File: config.mk
export PLATFORM = sky130hd
export DESIGN_NAME = sgb_divider
export DESIGN_NICKNAME = d
export VERILOG_FILES = /design/src/rtl/core/sgb_pkg.sv /design/src/rtl/core/sgb_divider.sv
export SDC_FILE = /design/constraint.sdc
export NUM_CORES = 1
export LEC_CHECK = 0
export BUFFER_PORTS_ARGS = -buffer_cell sky130_fd_sc_hd__buf_2
export CAP_MARGIN = 0
export CORE_UTILIZATION = 50
export CTS_BUF_LIST = sky130_fd_sc_hd__clkbuf_16
export DETAILED_ROUTE_END_ITERATION = 16
export GPL_TIMING_DRIVEN = 0
export PLACE_DENSITY = 0.7
export SLEW_MARGIN = 20
export SYNTH_ARGS = -nofsm -noshare
export SYNTH_HDL_FRONTEND = slang
export SYNTH_SLANG_ARGS = --single-unit
File: constraint.sdc
create_clock -name clk -period 3.55 [get_ports clk]
set_input_delay 0 -clock clk [delete_from_list [all_inputs] [get_ports clk]]
set_output_delay 0 -clock clk [all_outputs]
set_load 0.01 [all_outputs]
File: src/rtl/core/sgb_pkg.sv
// ----------------------------------------------------------------------------
// Spatial grid binner package
// Field widths, operation and status codes, register indexes and reset
// values shared by the binner, its channels and its checker.
// ----------------------------------------------------------------------------
package sgb_pkg;

    localparam int OP_W    = 2;
    localparam int ID_W    = 10;
    localparam int POS_W   = 24;
    localparam int QCELL_W = 10;
    localparam int QSLOT_W = 4;
    localparam int CELL_W  = 10;
    localparam int SLOTO_W = 4;
    localparam int FILL_W  = 5;
    localparam int STAT_W  = 2;

    localparam int HALF_W  = 12;
    localparam int EDGE_W  = 13;
    localparam int GRID_W  = 11;
    localparam int CFG_AW  = 3;
    localparam int CFG_DW  = 13;

    localparam int MAX_CELLS_DEF      = 1024;
    localparam int SLOTS_PER_CELL_DEF = 16;
    localparam int FRACTION_BITS_DEF  = 8;

    localparam logic [OP_W-1:0] OP_CLEAR = 2'd0;
    localparam logic [OP_W-1:0] OP_PLACE = 2'd1;
    localparam logic [OP_W-1:0] OP_READ  = 2'd2;

    localparam logic [STAT_W-1:0] ST_OK      = 2'd0;
    localparam logic [STAT_W-1:0] ST_OUTSIDE = 2'd1;
    localparam logic [STAT_W-1:0] ST_FULL    = 2'd2;
    localparam logic [STAT_W-1:0] ST_EMPTY   = 2'd3;

    localparam logic [CFG_AW-1:0] CFG_HALF_WIDTH   = 3'd0;
    localparam logic [CFG_AW-1:0] CFG_HALF_HEIGHT  = 3'd1;
    localparam logic [CFG_AW-1:0] CFG_CELL_EDGE    = 3'd2;
    localparam logic [CFG_AW-1:0] CFG_GRID_COLUMNS = 3'd3;
    localparam logic [CFG_AW-1:0] CFG_GRID_ROWS    = 3'd4;

    localparam logic [HALF_W-1:0] HALF_WIDTH_RST   = 12'd320;
    localparam logic [HALF_W-1:0] HALF_HEIGHT_RST  = 12'd240;
    localparam logic [EDGE_W-1:0] CELL_EDGE_RST    = 13'd32;
    localparam logic [GRID_W-1:0] GRID_COLUMNS_RST = 11'd20;
    localparam logic [GRID_W-1:0] GRID_ROWS_RST    = 11'd15;

    typedef struct packed {
        logic              start;
        logic [EDGE_W-1:0] divisor;
    } sgb_div_req_t;

endpackage

File: src/rtl/core/sgb_divider.sv
// ----------------------------------------------------------------------------
// Spatial grid binner divider
// Restoring divider that produces one quotient bit per cycle.
// ----------------------------------------------------------------------------
module sgb_divider
    import sgb_pkg::*;
#(
    parameter int DIVIDEND_W = 16
)
(
    input  logic                  clk,
    input  logic                  rst_n,
    input  sgb_div_req_t          req,
    input  logic [DIVIDEND_W-1:0] dividend,
    output logic                  done,
    output logic [DIVIDEND_W-1:0] quotient
);

    localparam int STEP_W = $clog2(DIVIDEND_W + 1);

    logic [DIVIDEND_W-1:0] quo_reg, quo_next;
    logic [EDGE_W-1:0]     rem_reg, rem_next;
    logic [EDGE_W-1:0]     dvs_reg, dvs_next;
    logic [STEP_W-1:0]     step_reg, step_next;
    logic                  busy_reg, busy_next;
    logic                  done_reg, done_next;

    logic [EDGE_W:0]       rem_shift;
    logic [EDGE_W:0]       rem_diff;
    logic                  fits;

    always_comb
    begin
        rem_shift = {rem_reg, quo_reg[DIVIDEND_W-1]};
        fits      = rem_shift >= {1'b0, dvs_reg};
        rem_diff  = rem_shift - {1'b0, dvs_reg};

        quo_next  = quo_reg;
        rem_next  = rem_reg;
        dvs_next  = dvs_reg;
        step_next = step_reg;
        busy_next = busy_reg;
        done_next = 1'b0;

        if (req.start)
        begin
            quo_next  = dividend;
            rem_next  = '0;
            dvs_next  = req.divisor;
            step_next = STEP_W'(DIVIDEND_W);
            busy_next = 1'b1;
        end
        else if (busy_reg)
        begin
            quo_next  = {quo_reg[DIVIDEND_W-2:0], fits};
            rem_next  = fits ? rem_diff[EDGE_W-1:0] : rem_shift[EDGE_W-1:0];
            step_next = step_reg - 1'b1;
            if (step_reg == STEP_W'(1))
            begin
                busy_next = 1'b0;
                done_next = 1'b1;
            end
        end
    end

    always_ff @(posedge clk or negedge rst_n)
    begin
        if (!rst_n)
        begin
            step_reg <= '0;
            busy_reg <= 1'b0;
            done_reg <= 1'b0;
        end
        else
        begin
            step_reg <= step_next;
            busy_reg <= busy_next;
            done_reg <= done_next;
        end
    end

    always_ff @(posedge clk)
    begin
        quo_reg <= quo_next;
        rem_reg <= rem_next;
        dvs_reg <= dvs_next;
    end

    assign done     = done_reg;
    assign quotient = quo_reg;

endmodule

==> impl_metrics.ini, run 1 <==
[status]
status = finished, final reports clean

[floorplanning]
initial_core_util_pct = 53.2
fp.dieH_um = 76.4
row_count = 26
num_io_pins = 49
die_w_um = 76.4
die-area_um2 = 5840
core_area_um2 = 5200

[timing]
setup_viol_count_final = 0
fin_tns_setup_ns = 0
hold_viol_final = 0
fmax_mhz = 389
post-route-min-period_ns = 2.57
drv_slew = 0
slew_headroom_pct = 56.7
post-route-period-util_pct = 72.5
rsz0062_at_grt = false
finalClockSkew_ns = 0.00451
tightestPinTransition_ns = 0.647

[final_layout]
antennaDiodeCount = 0
post-route-util_pct = 65.0
postLayoutCellArea_um2 = 3380
drive_gt1_share_pct = 28.9
fillers = 434
nets = 372
area_growth_pct = 22.2
largest_reg_flops = 16
layout.cells.non_filler = 395

[power]
p_leak_uw = 0.00148
power.total_uw = 2350
p_clk_share_pct = 20.3
cellPowerDensity_nw_per_um2 = 694
comb_power_share_pct = 44.0
intPower_uw = 1480
seq_power_share_pct = 35.7
vdd_drop_max_mv = 0.374
p_switching_uw = 869
swShare_pct = 37.0

[synth]
yosys.area.top_type = edfxtp_1
postSynthCellCount = 255
synth_seq_cells = 49
yosys.cell_types.count = 54
yosysTopAreaCellShare_pct = 31.4
synth.most_common_cell = edfxtp_1
synth-edff-count = 29
syn_area_per_cell_um2 = 10.9
ys_warn_count = 0
synthTopCellsByArea = edfxtp_1, dfxtp_1, ha_1, mux2_2, dfrtp_1
synth_flop_cell = edfxtp_1
synth_area_um2 = 2770
synth_nets = 303
async_flop_share_pct = 14.3
ys_seq_area_share_pct = 47.2
synthTopCellsByCount = edfxtp_1, inv_1, nor2_1

[placement]
place_congestion = 0.798
dpl_cell_area_um2 = 3100
dpl.cell_count = 373
portBuffers = 48
hpwl_mm = 4.13

[clock_network]
cts_root_buffer = clkbuf_16
clkSinkCount = 49
htreeDepth = 2
cts.path.max_buffers = 2
cts_setup_buffers = 0
clk_latency_ns = 0.29
cts.clk_slew.worst_paths_ns = 0.07
cts_tree = built
cts_buffers = 5

[global_route]
grt_usage_pct = 21.4
grt_pass1_wl_mm = 9.85
grt_pass1_vias = 2093
grt_max_degree = 19
overflow = 0
antenna_found_initial = 0

[setup_path]
critPathMaxFanout = 4
cp.required_ns = 3.59
critical_path_class = reg2reg
cpMostUsedCell = inv_1
critPathMaxStageDelay_ns = 0.42
cpMaxStageDelayCell = fa_1
crit_path_start_kind = flip-flop
worstPathCellList = inv_1 -> ha_1 -> inv_1 -> fa_1 -> a211oi_2 -> o21ai_2 -> a21oi_4 -> a21o_1 -> nand2_1 -> mux2_2
endpoint_kind = flip-flop
arrival_ns = 2.61

[drt]
viasPerCell = 5.36
drtIter0Drc = 131
totalWireLength_mm = 5.79
routedWlPerCell_um = 14.7
ant_nets = 0
first_pass_iters = 4
num_vias = 2119
drc_errors = 0

[flow_run]
cap_violations = 0

[worst_hold_path]
holdCritPathClass = in2reg
-- metrics by stage --
stage	worst slack, ns	hold slack (ns)
floorplan	1.14	-0.296
global placement	0.987	-0.164
detailed placement	0.983	-0.157
CTS	0.965	0.00956
global route	0.828	0.0108
finish	0.976	0.0117
-- power groups by stage --
stage                     logic [uW]  registers (uW)  clock network [uW]
after global routing            1150             856                 505
after global placement           994             845                   0
after detailed placement        1010             847                   0
after floorplan                  784             840                   0
final                           1030             838                 478
after CTS                       1030             837                 486
-- worst paths after layout --
check	startpoint	endpoint	slack (ns)	depth (start not counted)
min	dividend[7]	quotient[7]	0.01	2
max in group asynchronous	rst_n	busy_reg	3.33	2
min in group asynchronous	rst_n	step_reg[1]	0.06	2
min reg2reg	rem_reg[10]	rem_reg[10]	0.51	2
max	quotient[15]	quotient[0]	0.98	10
max reg2reg	quotient[15]	quotient[0]	0.98	10
-- critical path, delay by kind of cell, from the launching register on --
kind / cells / cell delay [ns]
compound gates: 4 / 0.79
fa+ha+maj: 2 / 0.58
buf+inv: 2 / 0.13
flops: 1 / 0.41
mux: 1 / 0.31
simple gates: 1 / 0.12
-- layout by cell type (no fill, tap or decap), drive strengths merged, types with 4 or more instances in the layout --
cell / netlist / routed
ha: 15 / 15
dlygate4sd3: 0 / 14
edfxtp: 29 / 29
nand3: 15 / 15
a21o: 5 / 5
nand2: 11 / 11
mux2: 16 / 16
a21oi: 11 / 11
o21ai: 14 / 14
xnor2: 9 / 9
nor3: 4 / 4
a311oi: 12 / 12
inv: 20 / 21
buf: 11 / 59
nor2: 21 / 21
clkbuf: 2 / 7
dfxtp: 13 / 13
dfrtp: 7 / 7
-- kinds of logic after synthesis --
family          Yosys count  share of synthesized area [%]
fa+ha+maj                16                           7.50
flops                    49                           47.2
buf+inv                  33                           5.46
simple gates             69                           12.5
xor+xnor                 12                           3.79
compound gates           58                           16.4
mux                      18                           7.23
-- per-layer routing --
layer / track usage (%) / routed length (um)
met2: 34.9 / 2790
met1: 29.6 / 2690
met5: 0 / 0
met3: 3.23 / 252
met4: 5.58 / 56
-- area by class of cell --
class / count / area, um2 / share of cell area, %
multi-input combinational: 173 / 1310 / 38.8
sequential: 49 / 1310 / 38.6
timing repair buffer: 62 / 380 / 11.2
clock buffer: 5 / 125 / 3.70
tap: 70 / 87.6 / 2.59
buffer: 13 / 76.3 / 2.26
inverter: 20 / 75.1 / 2.22
clock inverter: 3 / 21.3 / 0.628
-- timing repair --
item,in CTS,in global routing
resized for setup,0,0
setup endpoints to repair,0,0
hold buffers,14,0
hold endpoints to repair,20,0
(Power assumes the default switching activity.)
==> inputs of run 2 (changes only) <==
--- a/config.mk
+++ b/config.mk
@@ -5,13 +5,14 @@
 export SDC_FILE = /design/constraint.sdc
 export NUM_CORES = 1
 export LEC_CHECK = 0
+export ABC_AREA = 1
 export BUFFER_PORTS_ARGS = -buffer_cell sky130_fd_sc_hd__buf_2
 export CAP_MARGIN = 0
 export CORE_UTILIZATION = 50
 export CTS_BUF_LIST = sky130_fd_sc_hd__clkbuf_16
 export DETAILED_ROUTE_END_ITERATION = 16
 export GPL_TIMING_DRIVEN = 0
-export PLACE_DENSITY = 0.7
+export PLACE_DENSITY = 0.69
 export SLEW_MARGIN = 20
 export SYNTH_ARGS = -nofsm -noshare
 export SYNTH_HDL_FRONTEND = slang
==> constraint.sdc (replaced) <==
create_clock -name clk -period 2.5 [get_ports clk]
set_input_delay 0 -clock clk [delete_from_list [all_inputs] [get_ports clk]]
set_output_delay 0 -clock clk [all_outputs]
set_load 0.01 [all_outputs]
==> impl_metrics.ini, run 2 <==
[global_route]
antenna_found_initial = 0
grt_max_degree = 23
grt_usage_pct = 25.0
grt_pass1_vias = 2698
grt_pass1_wl_mm = 12.0
overflow = 0

[clock_network]
cts.clk_slew.worst_paths_ns = 0.07
htreeDepth = 2
hold_buffers = 29
cts_tree = built
cts_root_buffer = clkbuf_16
clk_latency_ns = 0.29
cts_resized = 0
cts.path.max_buffers = 2
cts_buffers = 5
clkSinkCount = 49
cts_setup_buffers = 0

[floorplanning]
num_io_pins = 49
row_count = 27
core_area_um2 = 5610
die_w_um = 79.1
initial_core_util_pct = 53.1
fp.dieH_um = 79.1
die-area_um2 = 6260

[flow_run]
cap_violations = 0

[final_layout]
mostFrequentLayoutCells = nand2_1, inv_1, buf_2
antennaDiodeCount = 0
area_growth_pct = 26.5
final_common_cell = nand2_1
nets = 515
layout.cells.non_filler = 540
largest_reg_flops = 16
drive_gt1_share_pct = 18.2

[placement]
place_congestion = 0.895
dpl.cell_count = 503
portBuffers = 48
hpwl_mm = 4.70

[synth]
postSynthCellCount = 383
synth_flop_cell = edfxtp_1
synth_area_um2 = 2980
synth-edff-count = 29
synth.most_common_cell = nand2_1
ys_seq_area_share_pct = 43.9
syn_area_per_cell_um2 = 7.77
yosys.area.top_type = edfxtp_1
async_flop_share_pct = 14.3
ys_warn_count = 0
synthTopCellsByCount = nand2_1, inv_1, edfxtp_1
yosys.cell_types.count = 32
synth_seq_cells = 49
synth_nets = 431
yosysTopAreaCellShare_pct = 29.3
synthTopCellsByArea = edfxtp_1, nand2_1, dfxtp_1, inv_1, ha_1

[timing]
post-route-period-util_pct = 93.8
drv_slew = 0
fin_tns_setup_ns = 0
fmax_mhz = 426
setup_viol_count_final = 0
finalClockSkew_ns = 0.00889
tightestPinTransition_ns = 0.809
slew_headroom_pct = 46.0
post-route-min-period_ns = 2.35
hold_viol_final = 0
rsz0062_at_grt = false

[setup_path]
r2r_slack_ns = 0.15
crit_start = quotient[15]
r2r_start = quotient[15]
critPathMaxFanout = 10
endpoint_kind = flip-flop
rr_worst_depth = 13
crit_path_start_kind = flip-flop
rr_endpoint = quotient[0]
critical_path_class = reg2reg
cp-endpoint = quotient[0]
arrival_ns = 2.39
cp.required_ns = 2.55

[power]
cellPowerDensity_nw_per_um2 = 968
p_leak_uw = 0.00200
vdd_drop_max_mv = 0.542

[drt]
totalWireLength_mm = 6.98
drc_errors = 0
drtIter0Drc = 136
first_pass_iters = 4
routedWlPerCell_um = 12.9
ant_nets = 0
num_vias = 2657
viasPerCell = 4.92

[worst_hold_path]
holdCritPathClass = in2reg

[status]
status = finished, final reports clean
[run 2: changes by cell type after synthesis, sizes merged, moves of 12 or more]
cell / change
nand2: +135
inv: +51
mux2: -16
nand4: +15
a311oi: -12
nand3: +12
[run 2: worst min path at each step]
stage | cells past startpoint | to | startpoint | slack, ns
global placement | 1 | step_reg[4] | rst_n | -0.16
finish | 3 | quotient[15] | dividend[15] | 0.02
detailed placement | 1 | step_reg[2] | rst_n | -0.15
floorplan | 0 | busy_reg | rst_n | -0.30
global route | 3 | quotient[15] | dividend[15] | 0.04
CTS | 3 | quotient[15] | dividend[15] | 0.02
[run 2: kinds of logic after synthesis]
| kind of cell | synth area share (%) |
|---|---|
| AOI/OAI and AO/OA | 3.66 |
| xor gates and xnor gates | 1.77 |
| buffers and inverters | 11.0 |
| DFF | 43.9 |
| and+or+nand+nor | 32.7 |
| adders and majority gates | 6.98 |
[run 2: critical path, stage by stage (launching register included)]
cell and delay, ns:
edfxtp_1 0.38, inv_1 0.09, ha_1 0.15, inv_1 0.08, fa_1 0.45, nand2_1 0.10
nand2_1 0.07, nand3_1 0.06, nand2_1 0.12, nand2_2 0.15, nand3_4 0.13, buf_8 0.19
nand2_1 0.08, nand2_1 0.07
[run 2: layout make-up]
cell class / count / area, um2
fillers: 487 / 1840
multi-input cells: 252 / 1340
clock inverters: 3 / 42.5
flip-flops and latches: 49 / 1310
well taps: 72 / 90.1
clock buffers: 5 / 125
inverters: 73 / 274
plain buffers: 9 / 53.8
repair buffers: 77 / 531
[run 2: report_power, final]
group,switching [uW],internal [uW]
logic,1070,655
registers,112,1040
clock network,301,471
[run 2: metal layers]
layer,GRT usage [%],routed length [um],up-vias
li1,-,-,1369
met4,10.7,114,0
met2,41.3,3360,78
met3,5.17,346,11
met5,0,0,-
met1,31.5,3160,1199
[run 2: stage by stage]
step | power (uW) | utilization [%] | hold WS [ns] | setup slack [ns] | instance area [um2]
6_report | 3640 | 67.1 | 0.0238 | 0.154 | 3760
4_1_cts | 3650 | 67.1 | 0.0179 | 0.151 | 3760
3_3_place_gp | 2800 | 58.9 | -0.157 | 0.189 | 3310
3_5_place_dp | 2830 | 58.9 | -0.154 | 0.155 | 3310
2_1_floorplan | 2450 | - | -0.296 | 0.409 | 2980
5_1_grt | 3940 | 67.1 | 0.0427 | 0.0152 | 3760
